--- config.mk ---
export PLATFORM = sky130hd
export DESIGN_NAME = packet_loss_model_burst_counter
export DESIGN_NICKNAME = d
export VERILOG_FILES = /design/src/rtl/plmb_pkg.sv /design/src/rtl/packet_loss_model_burst_counter.sv
export SDC_FILE = /design/constraint.sdc
export NUM_CORES = 1
export LEC_CHECK = 0
export BUFFER_PORTS_ARGS = -buffer_cell sky130_fd_sc_hd__clkbuf_2
export CORE_MARGIN = 2
export CORE_UTILIZATION = 60
export DETAILED_ROUTE_END_ITERATION = 8
export GPL_ROUTABILITY_DRIVEN = 0
export PLACE_DENSITY = 0.78
export SYNTH_ARGS = -nofsm -noshare
export SYNTH_HDL_FRONTEND = slang
export SYNTH_SLANG_ARGS = --single-unit
--- constraint.sdc ---
create_clock -name aclk -period 10.1 [get_ports aclk]
set_clock_uncertainty 0.05 [all_clocks]
set_input_delay 0.505 -clock aclk [delete_from_list [all_inputs] [get_ports aclk]]
set_output_delay 0.505 -clock aclk [all_outputs]
set_load 0.01 [all_outputs]
--- src/rtl/plmb_pkg.sv ---
// Shared definitions for the packet loss burst counter.
// Holds field widths, Q1.32 constants, defaults and config register codes.
// No dependencies.
package plmb_pkg;

    // Fixed field widths
    localparam int RAND_W    = 32;
    localparam int PROB_W    = 33;
    localparam int PCOUNT_W  = 32;
    localparam int BURST_W   = 16;
    localparam int CFG_IDX_W = 3;

    // Parameter defaults
    localparam int RUN_BITS_DEF   = 16;
    localparam int COUNT_BITS_DEF = 32;

    // 1.0 in Q1.32
    localparam logic [PROB_W-1:0] ONE_Q32 = {1'b1, {RAND_W{1'b0}}};

    // Configuration register indexes
    typedef enum logic [CFG_IDX_W-1:0] {
        CFG_MODE   = 3'd0,
        CFG_PROB_0 = 3'd1,
        CFG_PROB_1 = 3'd2,
        CFG_PROB_2 = 3'd3,
        CFG_PROB_3 = 3'd4,
        CFG_PROB_4 = 3'd5,
        CFG_PROB_5 = 3'd6,
        CFG_PCOUNT = 3'd7
    } cfg_idx_t;

    // Model selection
    typedef enum logic {
        MODE_GE     = 1'b0,
        MODE_MARKOV = 1'b1
    } model_mode_t;

    // Chain state codes (GE: S_ONE is good, anything else bad)
    typedef enum logic [1:0] {
        S_ONE   = 2'd0,
        S_TWO   = 2'd1,
        S_THREE = 2'd2,
        S_FOUR  = 2'd3
    } chain_t;

    // Clamp a written probability to 1.0
    function automatic logic [PROB_W-1:0] clamp_prob(input logic [PROB_W-1:0] v);
        clamp_prob = (v > ONE_Q32) ? ONE_Q32 : v;
    endfunction

endpackage

--- src/rtl/packet_loss_model_burst_counter.sv ---
// Packet loss emulator (Gilbert-Elliott / four-state Markov) with signed run counting.
// Depends on plmb_pkg.
//
//  channel | direction | handshake          | payload
//  --------+-----------+--------------------+---------------------------------------------
//  s_      | in        | s_valid / s_ready  | s_rand_a, s_rand_b
//  m_      | out       | m_valid / m_ready  | m_outcome_valid, m_delivered, m_burst_done,
//          |           |                    | m_burst_length, m_last_packet
//  cfg_    | in        | cfg_wr_en          | cfg_index, cfg_wdata
//
// One beat per cycle: each accepted beat is decided in the accept cycle and its
// result appears on m_ in the next cycle from the output register.
// s_ready is high whenever the output register is empty or being drained,
// so a stall on m_ready holds one result and blocks s_ only while it lasts.
// aresetn (synchronous, active low) clears config, chain state, run and count.
module packet_loss_model_burst_counter #(
    parameter int RUN_BITS   = plmb_pkg::RUN_BITS_DEF,
    parameter int COUNT_BITS = plmb_pkg::COUNT_BITS_DEF
) (
    input  logic                                 aclk,
    input  logic                                 aresetn,
    // config write port
    input  logic                                 cfg_wr_en,
    input  logic [plmb_pkg::CFG_IDX_W-1:0]       cfg_index,
    input  logic [plmb_pkg::PROB_W-1:0]          cfg_wdata,
    // input beats
    input  logic                                 s_valid,
    output logic                                 s_ready,
    input  logic [plmb_pkg::RAND_W-1:0]          s_rand_a,
    input  logic [plmb_pkg::RAND_W-1:0]          s_rand_b,
    // result beats
    output logic                                 m_valid,
    input  logic                                 m_ready,
    output logic                                 m_outcome_valid,
    output logic                                 m_delivered,
    output logic                                 m_burst_done,
    output logic signed [plmb_pkg::BURST_W-1:0]  m_burst_length,
    output logic                                 m_last_packet
);
    import plmb_pkg::*;

    localparam logic signed [RUN_BITS-1:0] RUN_MAX = {1'b0, {(RUN_BITS-1){1'b1}}};
    localparam logic signed [RUN_BITS-1:0] RUN_MIN = -RUN_MAX;
    localparam logic signed [RUN_BITS-1:0] RUN_POS1 = RUN_BITS'(1);
    localparam logic signed [RUN_BITS-1:0] RUN_NEG1 = -RUN_POS1;
    localparam logic [PCOUNT_W-1:0] COUNT_MAX = PCOUNT_W'({COUNT_BITS{1'b1}});

    // config registers
    model_mode_t              mode_reg;
    logic [PROB_W-1:0]        prob_reg [6];
    logic [PCOUNT_W-1:0]      pcount_reg;

    // model state
    chain_t                   chain_reg, chain_next;
    logic                     warm_reg;
    logic signed [RUN_BITS-1:0] run_reg, run_next;
    logic [COUNT_BITS-1:0]    done_reg, done_next;

    // output register
    logic                     m_valid_reg;
    logic                     ov_reg, dlv_reg, bdone_reg, last_reg;
    logic signed [BURST_W-1:0] blen_reg;
    logic                     ov_next, dlv_next, bdone_next, last_next;
    logic signed [BURST_W-1:0] blen_next;

    logic                     s_acc;
    logic [PCOUNT_W-1:0]      limit;
    logic [PCOUNT_W-1:0]      done_ext;
    logic                     active;
    logic                     send;
    chain_t                   chain_mv;
    logic [PROB_W:0]          ge_sum;
    logic [PROB_W:0]          mk_sum14, mk_sum21;
    logic [PROB_W:0]          a_ext, b_ext;
    logic signed [31:0]       run_ext;

    assign s_ready = !m_valid_reg || m_ready;
    assign s_acc   = s_valid && s_ready;

    // config writes
    always_ff @(posedge aclk) begin
        if (!aresetn) begin
            mode_reg   <= MODE_GE;
            pcount_reg <= '0;
            for (int i = 0; i < 6; i++) begin
                prob_reg[i] <= '0;
            end
        end else if (cfg_wr_en) begin
            unique case (cfg_idx_t'(cfg_index))
                CFG_MODE:   mode_reg    <= model_mode_t'(cfg_wdata[0]);
                CFG_PROB_0: prob_reg[0] <= clamp_prob(cfg_wdata);
                CFG_PROB_1: prob_reg[1] <= clamp_prob(cfg_wdata);
                CFG_PROB_2: prob_reg[2] <= clamp_prob(cfg_wdata);
                CFG_PROB_3: prob_reg[3] <= clamp_prob(cfg_wdata);
                CFG_PROB_4: prob_reg[4] <= clamp_prob(cfg_wdata);
                CFG_PROB_5: prob_reg[5] <= clamp_prob(cfg_wdata);
                CFG_PCOUNT: pcount_reg  <= cfg_wdata[PCOUNT_W-1:0];
                default:    ;
            endcase
        end
    end

    // chain step: delivery decision and next state
    assign a_ext    = {2'b00, s_rand_a};
    assign b_ext    = {2'b00, s_rand_b};
    assign mk_sum14 = {1'b0, prob_reg[0]} + {1'b0, prob_reg[4]};
    assign mk_sum21 = {1'b0, prob_reg[2]} + {1'b0, prob_reg[1]};

    always_comb begin
        ge_sum   = '0;
        send     = 1'b0;
        chain_mv = chain_reg;
        if (mode_reg == MODE_GE) begin
            if (chain_reg == S_ONE) begin
                ge_sum   = a_ext + {1'b0, prob_reg[2]};
                chain_mv = (b_ext <= {1'b0, prob_reg[0]}) ? S_TWO : S_ONE;
            end else begin
                ge_sum   = a_ext + {1'b0, prob_reg[3]};
                chain_mv = (b_ext <= {1'b0, prob_reg[1]}) ? S_ONE : S_TWO;
            end
            // a > 1.0 - x  <=>  a + x > 1.0
            send = (ge_sum > {1'b0, ONE_Q32});
        end else begin
            unique case (chain_reg)
                S_ONE: begin
                    send = 1'b1;
                    if (a_ext <= {1'b0, prob_reg[0]}) begin
                        chain_mv = S_THREE;
                    end else if (a_ext <= mk_sum14) begin
                        chain_mv = S_FOUR;
                    end
                end
                S_TWO: begin
                    send = 1'b1;
                    if (a_ext <= {1'b0, prob_reg[3]}) begin
                        chain_mv = S_THREE;
                    end
                end
                S_THREE: begin
                    send = 1'b0;
                    if (a_ext <= {1'b0, prob_reg[2]}) begin
                        chain_mv = S_TWO;
                    end else if (a_ext <= mk_sum21) begin
                        chain_mv = S_ONE;
                    end
                end
                S_FOUR: begin
                    send = 1'b0;
                    if (a_ext <= {1'b0, prob_reg[5]}) begin
                        chain_mv = S_ONE;
                    end
                end
                default: ;
            endcase
        end
    end

    // outcome limit and run bookkeeping
    assign limit    = (pcount_reg > COUNT_MAX) ? COUNT_MAX : pcount_reg;
    assign done_ext = PCOUNT_W'(done_reg);
    assign active   = warm_reg && (done_ext < limit);
    assign run_ext  = 32'(run_reg);

    always_comb begin
        chain_next = chain_reg;
        run_next   = run_reg;
        done_next  = done_reg;
        ov_next    = 1'b0;
        dlv_next   = 1'b0;
        bdone_next = 1'b0;
        blen_next  = '0;
        last_next  = 1'b0;
        if (!warm_reg) begin
            chain_next = chain_mv;
        end else if (active) begin
            chain_next = chain_mv;
            ov_next    = 1'b1;
            dlv_next   = send;
            if (run_reg == '0) begin
                run_next = send ? RUN_POS1 : RUN_NEG1;
            end else if ((run_reg > 0) == send) begin
                if (send && run_reg < RUN_MAX) begin
                    run_next = run_reg + RUN_POS1;
                end else if (!send && run_reg > RUN_MIN) begin
                    run_next = run_reg - RUN_POS1;
                end
            end else begin
                bdone_next = 1'b1;
                blen_next  = run_ext[BURST_W-1:0];
                run_next   = send ? RUN_POS1 : RUN_NEG1;
            end
            done_next = done_reg + COUNT_BITS'(1);
            last_next = ((done_ext + PCOUNT_W'(1)) == limit);
        end
    end

    // state registers
    always_ff @(posedge aclk) begin
        if (!aresetn) begin
            chain_reg <= S_ONE;
            warm_reg  <= 1'b0;
            run_reg   <= '0;
            done_reg  <= '0;
        end else if (s_acc) begin
            chain_reg <= chain_next;
            warm_reg  <= 1'b1;
            run_reg   <= run_next;
            done_reg  <= done_next;
        end
    end

    // result register
    always_ff @(posedge aclk) begin
        if (!aresetn) begin
            m_valid_reg <= 1'b0;
        end else if (s_acc) begin
            m_valid_reg <= 1'b1;
        end else if (m_ready) begin
            m_valid_reg <= 1'b0;
        end
    end

    always_ff @(posedge aclk) begin
        if (s_acc) begin
            ov_reg    <= ov_next;
            dlv_reg   <= dlv_next;
            bdone_reg <= bdone_next;
            blen_reg  <= blen_next;
            last_reg  <= last_next;
        end
    end

    assign m_valid         = m_valid_reg;
    assign m_outcome_valid = ov_reg;
    assign m_delivered     = dlv_reg;
    assign m_burst_done    = bdone_reg;
    assign m_burst_length  = blen_reg;
    assign m_last_packet   = last_reg;

    // checks
    a_reset_empty: assert property (@(posedge aclk)
        !aresetn |=> !m_valid)
        else $error("result register not empty after reset");

    a_burst_has_outcome: assert property (@(posedge aclk) disable iff (!aresetn)
        m_valid && m_burst_done |-> m_outcome_valid)
        else $error("run reported without a packet outcome");

    a_last_has_outcome: assert property (@(posedge aclk) disable iff (!aresetn)
        m_valid && m_last_packet |-> m_outcome_valid)
        else $error("last packet flagged without a packet outcome");

    a_run_open: assert property (@(posedge aclk) disable iff (!aresetn)
        s_acc && active |=> run_reg != '0)
        else $error("run length zero after a packet outcome");

    a_held_on_stall: assert property (@(posedge aclk) disable iff (!aresetn)
        m_valid && !m_ready |=> m_valid && $stable(run_reg) && $stable(chain_reg))
        else $error("state moved while a result was stalled");

endmodule

==> flow_summary.toml, run 1 <==
[status]
status = "finished clean"

[die]
core.rowCount = 75
initial_core_util = 0.610
num_io_pins = 127
dieArea_um2 = 44400
core-area_um2 = 42000
die_y_um = 211
dieWidth_um = 211

[layout]
fin_area_um2 = 27800
layout-area-overhead-vs-synth_pct = 8.33
nNetsFinal = 3441
drive_above_1_share = 0.0813
largest_register_ffs = 198

[critical_path]
cp.required_ns = 10.52
arrival_ns = 8.67
crit_type = "flop to flop"
startpoint_type = "flop"
cp_max_fo = 36
worst_setup_path_end_kind = "flop"

[synth]
ys.flop_type = "edfxtp_1"
netlist.area_leader.share = 0.255
ys_seq_area_frac = 0.322
syn_area_um2 = 25600
post-synth-top-count-cell = "ha_1"
synthCells = 2837
synthArstFlopShare = 0
yosys.area.top_type = "edfxtp_1"
ys_ff_latch = 303
syn_nets = 3349
yosys_warnings = 0
synthTopCellsByCount = "403 x ha_1, 226 x inv_1, 220 x a21oi_1, 219 x nand2_1"
synth_area_leaders = "edfxtp_1 26%, ha_1 20%, dfxtp_1 6.6%"
syn_area_per_cell_um2 = 9.04
synth_edf_count = 218
yosys.cell_types.count = 99

[sta]
slew_violations = 0
finalSetupViolCount = 0
period_minus_slack_ns = 8.25
maxSlewHeadroom = 0.223
fmax_ghz = 0.121
final.period_utilization = 0.817
timing.hold.ws_ns = 0.0932
finalSetupTns_ns = 0
tightest_slew_ns = 1.16
rsz0062_at_grt = "no"
finalHoldViolations = 0

[global_route]
grt_pass1_wl_mm = 116
antenna_found_initial = 1
grt_pass1_vias = 21900
grt.overflow.total = 0
grt_max_degree = 66
grtUsageTotal = 0.335

[pwr]
p_leak_uw = 0.0124
ir_drop_v = 0.000206
powerDensity_nw_per_um2 = 140
power_uw = 3890

[detailed_routing]
wirelength_mm = 75.3
drtIter0Drc = 2360
avgRoutedWirePerCell_um = 21.5
via_count = 22400
antenna_left = 0
drc_errors = 0
drt_pass1_iterations = 9
avgViaCountPerCell = 6.40

[clock_network]
clock_latency_ns = 0.58
h-tree-depth = 1
cts_tree = "built"
cts_resized = 0
cts_buffer_depth = 3
post_cts_buffers = 0
cts.sinks = 303
cts_root_buf = "clkbuf_16"
clk_pin_slew_worst_paths_ns = 0.06
cts_buffers = 30
cts_hold_buf = 0

[placed_design]
placed_area_um2 = 26700
io_buffer_count = 126
dpl.hpwl_mm = 58.3

[job]
cap_violations = 0

[worst_hold_path]
hold_class = "input port to flop"
==> cell usage in the layout, fill, tap and decap left out, types with 12 or more instances in the layout <==
cell type	Yosys	routed
a211oi_1	27	27
nand4_1	97	97
xnor2_1	79	79
ha_1	403	403
inv_1	226	225
a21oi_1	220	220
o21ai_1	12	12
clkbuf_2	2	126
xor2_1	77	77
nand2_1	219	219
buf_4	1	15
a21o_1	121	121
nor2_1	146	145
nor3_1	35	35
clkbuf_16	0	33
nor4_1	27	26
o21ai_0	154	148
o211ai_1	18	18
edfxtp_1	218	218
dfxtp_1	85	85
nor2b_1	30	30
nand2b_1	24	24
o31ai_1	12	12
or3_1	17	17
nand3_1	59	59
and3_1	22	22
and2_1	218	218
o21a_1	23	23
==> metal layers <==
metal / vias up / global-route usage / share of wire
met5: - / 0 / 0
met4: 0 / 0.205 / 0.067
met3: 261 / 0.0448 / 0.084
met2: 1065 / 0.551 / 0.46
met1: 10600 / 0.420 / 0.39
li1: 10500 / - / -
==> worst max-delay path, cell delays in order (launching register included) <==
cell      delay, ns
dfxtp_1        0.37
nor2_4         0.62
buf_4          0.41
o21ai_0        0.13
ha_1           0.45
nand2_1        0.08
o21ai_1        0.57
a21oi_1        0.21
a211oi_1       0.37
a211oi_2       0.12
o21a_1         0.20
a311o_1        0.44
a211oi_4       0.58
inv_1          0.46
ha_1           0.47
o21ai_0        0.19
o21ba_1        0.18
o21a_1         0.18
o22a_1         0.18
a21oi_1        0.22
nor2b_1        0.07
o21a_1         0.19
o41ai_1        0.45
o31ai_1        0.18
a31o_2         0.29
nor3b_1        0.13
o31a_1         0.30
==> through the flow <==
| step | setup slack [ns] | utilization | std cells |
|---|---|---|---|
| 6_report | 1.85 | 0.661 | 3494 |
| 5_1_grt | 1.43 | 0.661 | 3493 |
| 4_1_cts | 2.05 | 0.661 | 3492 |
| 3_5_place_dp | 2.08 | 0.636 | 3436 |
| 3_3_place_gp | 2.23 | 0.636 | 3436 |
| 2_1_floorplan | 3.07 | - | 2837 |
==> power by group <==
| group | leakage, uW | switching (uW) | internal [uW] |
|---|---|---|---|
| clock network | 0.000509 | 493 | 689 |
| logic | 0.00913 | 767 | 484 |
| registers | 0.00280 | 53.1 | 1400 |
==> final timing paths <==
path	startpoint	end	slack, ns	cells past startpoint
worst max register to register	chain_reg[1]$_SDFFE_PN0P_	run_reg[15]$_SDFFE_PN0P_	1.85	26
worst max-delay path	chain_reg[1]$_SDFFE_PN0P_	run_reg[15]$_SDFFE_PN0P_	1.85	26
worst min-delay path	s_valid	m_valid$_SDFFE_PN0P_	0.09	3
worst min register to register	pcount_reg[16]$_SDFFE_PN0P_	pcount_reg[16]$_SDFFE_PN0P_	0.44	2
==> layout make-up <==
cell class                      instances  area (um^2)
Multi-Input combinational cell       2226        16200
Fill cell                            3341        14300
Sequential cell                       303         8250
Clock buffer                           40          882
Inverter                              227          852
Timing Repair Buffer                  141          743
Tap cell                              539          674
Clock inverter                         16          164
Antenna cell                            2         5.00
==> cell families (layout without fill, tap and decap cells) <==
family | Yosys count | after routing | share of synthesized area
DFF | 303 | 303 | 0.322
AOI/OAI and AO/OA | 708 | 708 | 0.177
muxes | 13 | 13 | 0.00527
other | 0 | 2 | 0
xor gates and xnor gates | 157 | 157 | 0.0539
and+or+nand+nor | 941 | 941 | 0.193
adders and majority gates | 407 | 407 | 0.200
buffers and inverters | 308 | 424 | 0.0491
(Power assumes the default switching activity.)
==> run 2, diff against run 1 <==
==> constraint.sdc (replaced) <==
create_clock -name aclk -period 8.2 [get_ports aclk]
set_clock_uncertainty 0.05 [all_clocks]
set_input_delay 0.41 -clock aclk [delete_from_list [all_inputs] [get_ports aclk]]
set_output_delay 0.41 -clock aclk [all_outputs]
set_load 0.01 [all_outputs]
==> flow_summary.toml, run 2 (synthesis results as in run 1) <==
[clock_network]
cts_buffers = 29
cts_buffer_depth = 3
cts_tree = "built"
cts.sinks = 303
h-tree-depth = 1
clk_pin_slew_worst_paths_ns = 0.07
cts_root_buf = "clkbuf_16"
clock_latency_ns = 0.59

[critical_path]
cp_max_fo = 24
cp.required_ns = 8.62
reg2reg_setup_slack_ns = 0.61
crit_type = "flop to flop"
worst_setup_path_end_kind = "flop"
r2r_cells = 28
r2r_end = "run_reg[14]$_SDFFE_PN0P_"
startpoint_type = "flop"
arrival_ns = 8.01
rr_startpoint = "chain_reg[0]$_SDFFE_PN0P_"
crit_slowest_cell = "ha_1"
cp_slowest_stage_delay_ns = 0.51
cp_common_cell = "a21o_1"

[die]
core.rowCount = 75
die_y_um = 211
dieWidth_um = 211
core-area_um2 = 42000
dieArea_um2 = 44400
num_io_pins = 127
initial_core_util = 0.610

[global_route]
grt_pass1_wl_mm = 118
grtUsageTotal = 0.340
grt.overflow.total = 0
antenna_found_initial = 1
grt_pass1_vias = 21900
grt_max_degree = 66

[detailed_routing]
drc_errors = 0
antenna_left = 0
drtIter0Drc = 2257
drt_pass1_iterations = 8
via_count = 22500
avgRoutedWirePerCell_um = 21.9
wirelength_mm = 76.6
avgViaCountPerCell = 6.45

[sta]
finalSetupTns_ns = 0
finalHoldViolations = 0
maxSlewHeadroom = 0.227
finalSetupViolCount = 0
fmax_ghz = 0.132
period_minus_slack_ns = 7.59
tightest_slew_ns = 1.15
rsz0062_at_grt = "no"
slew_violations = 0
final.period_utilization = 0.926

[pwr]
powerDensity_nw_per_um2 = 175
p_leak_uw = 0.0125
ir_drop_v = 0.000189

[layout]
layout_commonest_cell = "ha_1"
nNetsFinal = 3445
layout_common_cells = "403 x ha_1, 225 x inv_1, 220 x a21oi_1"
layout-area-overhead-vs-synth_pct = 8.69
fin_cells = 3496
multiInputGateArea_um2 = 16200
largest_register_ffs = 198
n_fill_cell = 3366
ff_latch_area_um2 = 8250
drive_above_1_share = 0.0836

[worst_hold_path]
hold_depth = 3
min_to = "m_valid$_SDFFE_PN0P_"
hold_class = "input port to flop"
hold_start = "m_ready"

[job]
cap_violations = 0

[placed_design]
dpl.hpwl_mm = 58.8
io_buffer_count = 126
placedCellCount = 3439

[status]
status = "finished clean"
## run 2: cell types whose count changed in the layout (fill, tap and decap cells not counted)
cell,change
clkinv_2,-6
buf_4,+4
clkinv_4,+4
inv_6,+4
clkbuf_1,-3
clkbuf_8,-3
bufinv_16,+2
a211oi_1,-1
a211oi_2,+1
clkinv_1,-1
diode_2,-1
dlygate4sd3_1,+1
inv_4,+1
## run 2: worst max-delay path by stage
stage | from | endpoint | slack (ns) | depth (start not counted)
2_1_floorplan | chain_reg[1]$_SDFFE_PN0P_ | run_reg[15]$_SDFFE_PN0P_ | 1.17 | 27
3_3_place_gp | chain_reg[1]$_SDFFE_PN0P_ | run_reg[14]$_SDFFE_PN0P_ | 0.92 | 27
3_5_place_dp | chain_reg[0]$_SDFFE_PN0P_ | run_reg[14]$_SDFFE_PN0P_ | 0.63 | 27
4_1_cts | chain_reg[0]$_SDFFE_PN0P_ | run_reg[14]$_SDFFE_PN0P_ | 0.59 | 27
5_1_grt | chain_reg[0]$_SDFFE_PN0P_ | run_reg[14]$_SDFFE_PN0P_ | 0.07 | 28
6_report | chain_reg[0]$_SDFFE_PN0P_ | run_reg[14]$_SDFFE_PN0P_ | 0.61 | 28
## run 2: per-layer routing
metal,vias to the layer above,share of wire,track usage
met1,10700,0.40,0.427
met5,-,0,0
li1,10500,-,-
met2,1049,0.45,0.559
met3,290,0.079,0.0541
met4,0,0.066,0.197
## run 2: power by group
group	switching (uW)	internal, uW
combinational	958	601
clock	639	893
sequential	66.5	1720
## run 2: worst max-delay path: cells and delay by family (launching register included)
family / cells / cell delay, ns
XOR/XNOR: 1 / 0.16
AO/OA/AOI/OAI: 20 / 4.78
AND/OR/NAND/NOR: 2 / 0.34
flip-flops: 1 / 0.38
adder cells (fa/ha/maj): 2 / 0.92
buffers and inverters: 3 / 0.81
## run 2: final cells by class
type,instances,area share
clock buffer,34,0.0298
sequential,303,0.296
antenna,1,0.0000898
inverter,227,0.0306
clock inverter,20,0.00956
timing repair buffer,146,0.0281
tap,539,0.0242
multi-input combinational,2226,0.582
## run 2: timing repair
action | 4_1_cts | 5_1_grt
hold buffers | 1 | 0
setup buffers | 0 | 1
endpoints found under the setup margin | 0 | 2
gates resized for setup | 0 | 1
hold endpoints to repair | 1 | 0
## run 2: per-stage QoR
stage	util	hold WS (ns)	power, uW	setup slack, ns	area, um^2
global placement	0.636	0.416	3260	0.921	26800
floorplan	-	0.391	2890	1.17	25600
finish	0.663	0.102	4880	0.611	27900
CTS	0.663	0.0913	4840	0.589	27900
detailed placement	0.636	0.430	3330	0.629	26800
global route	0.663	0.124	5100	0.0749	27900
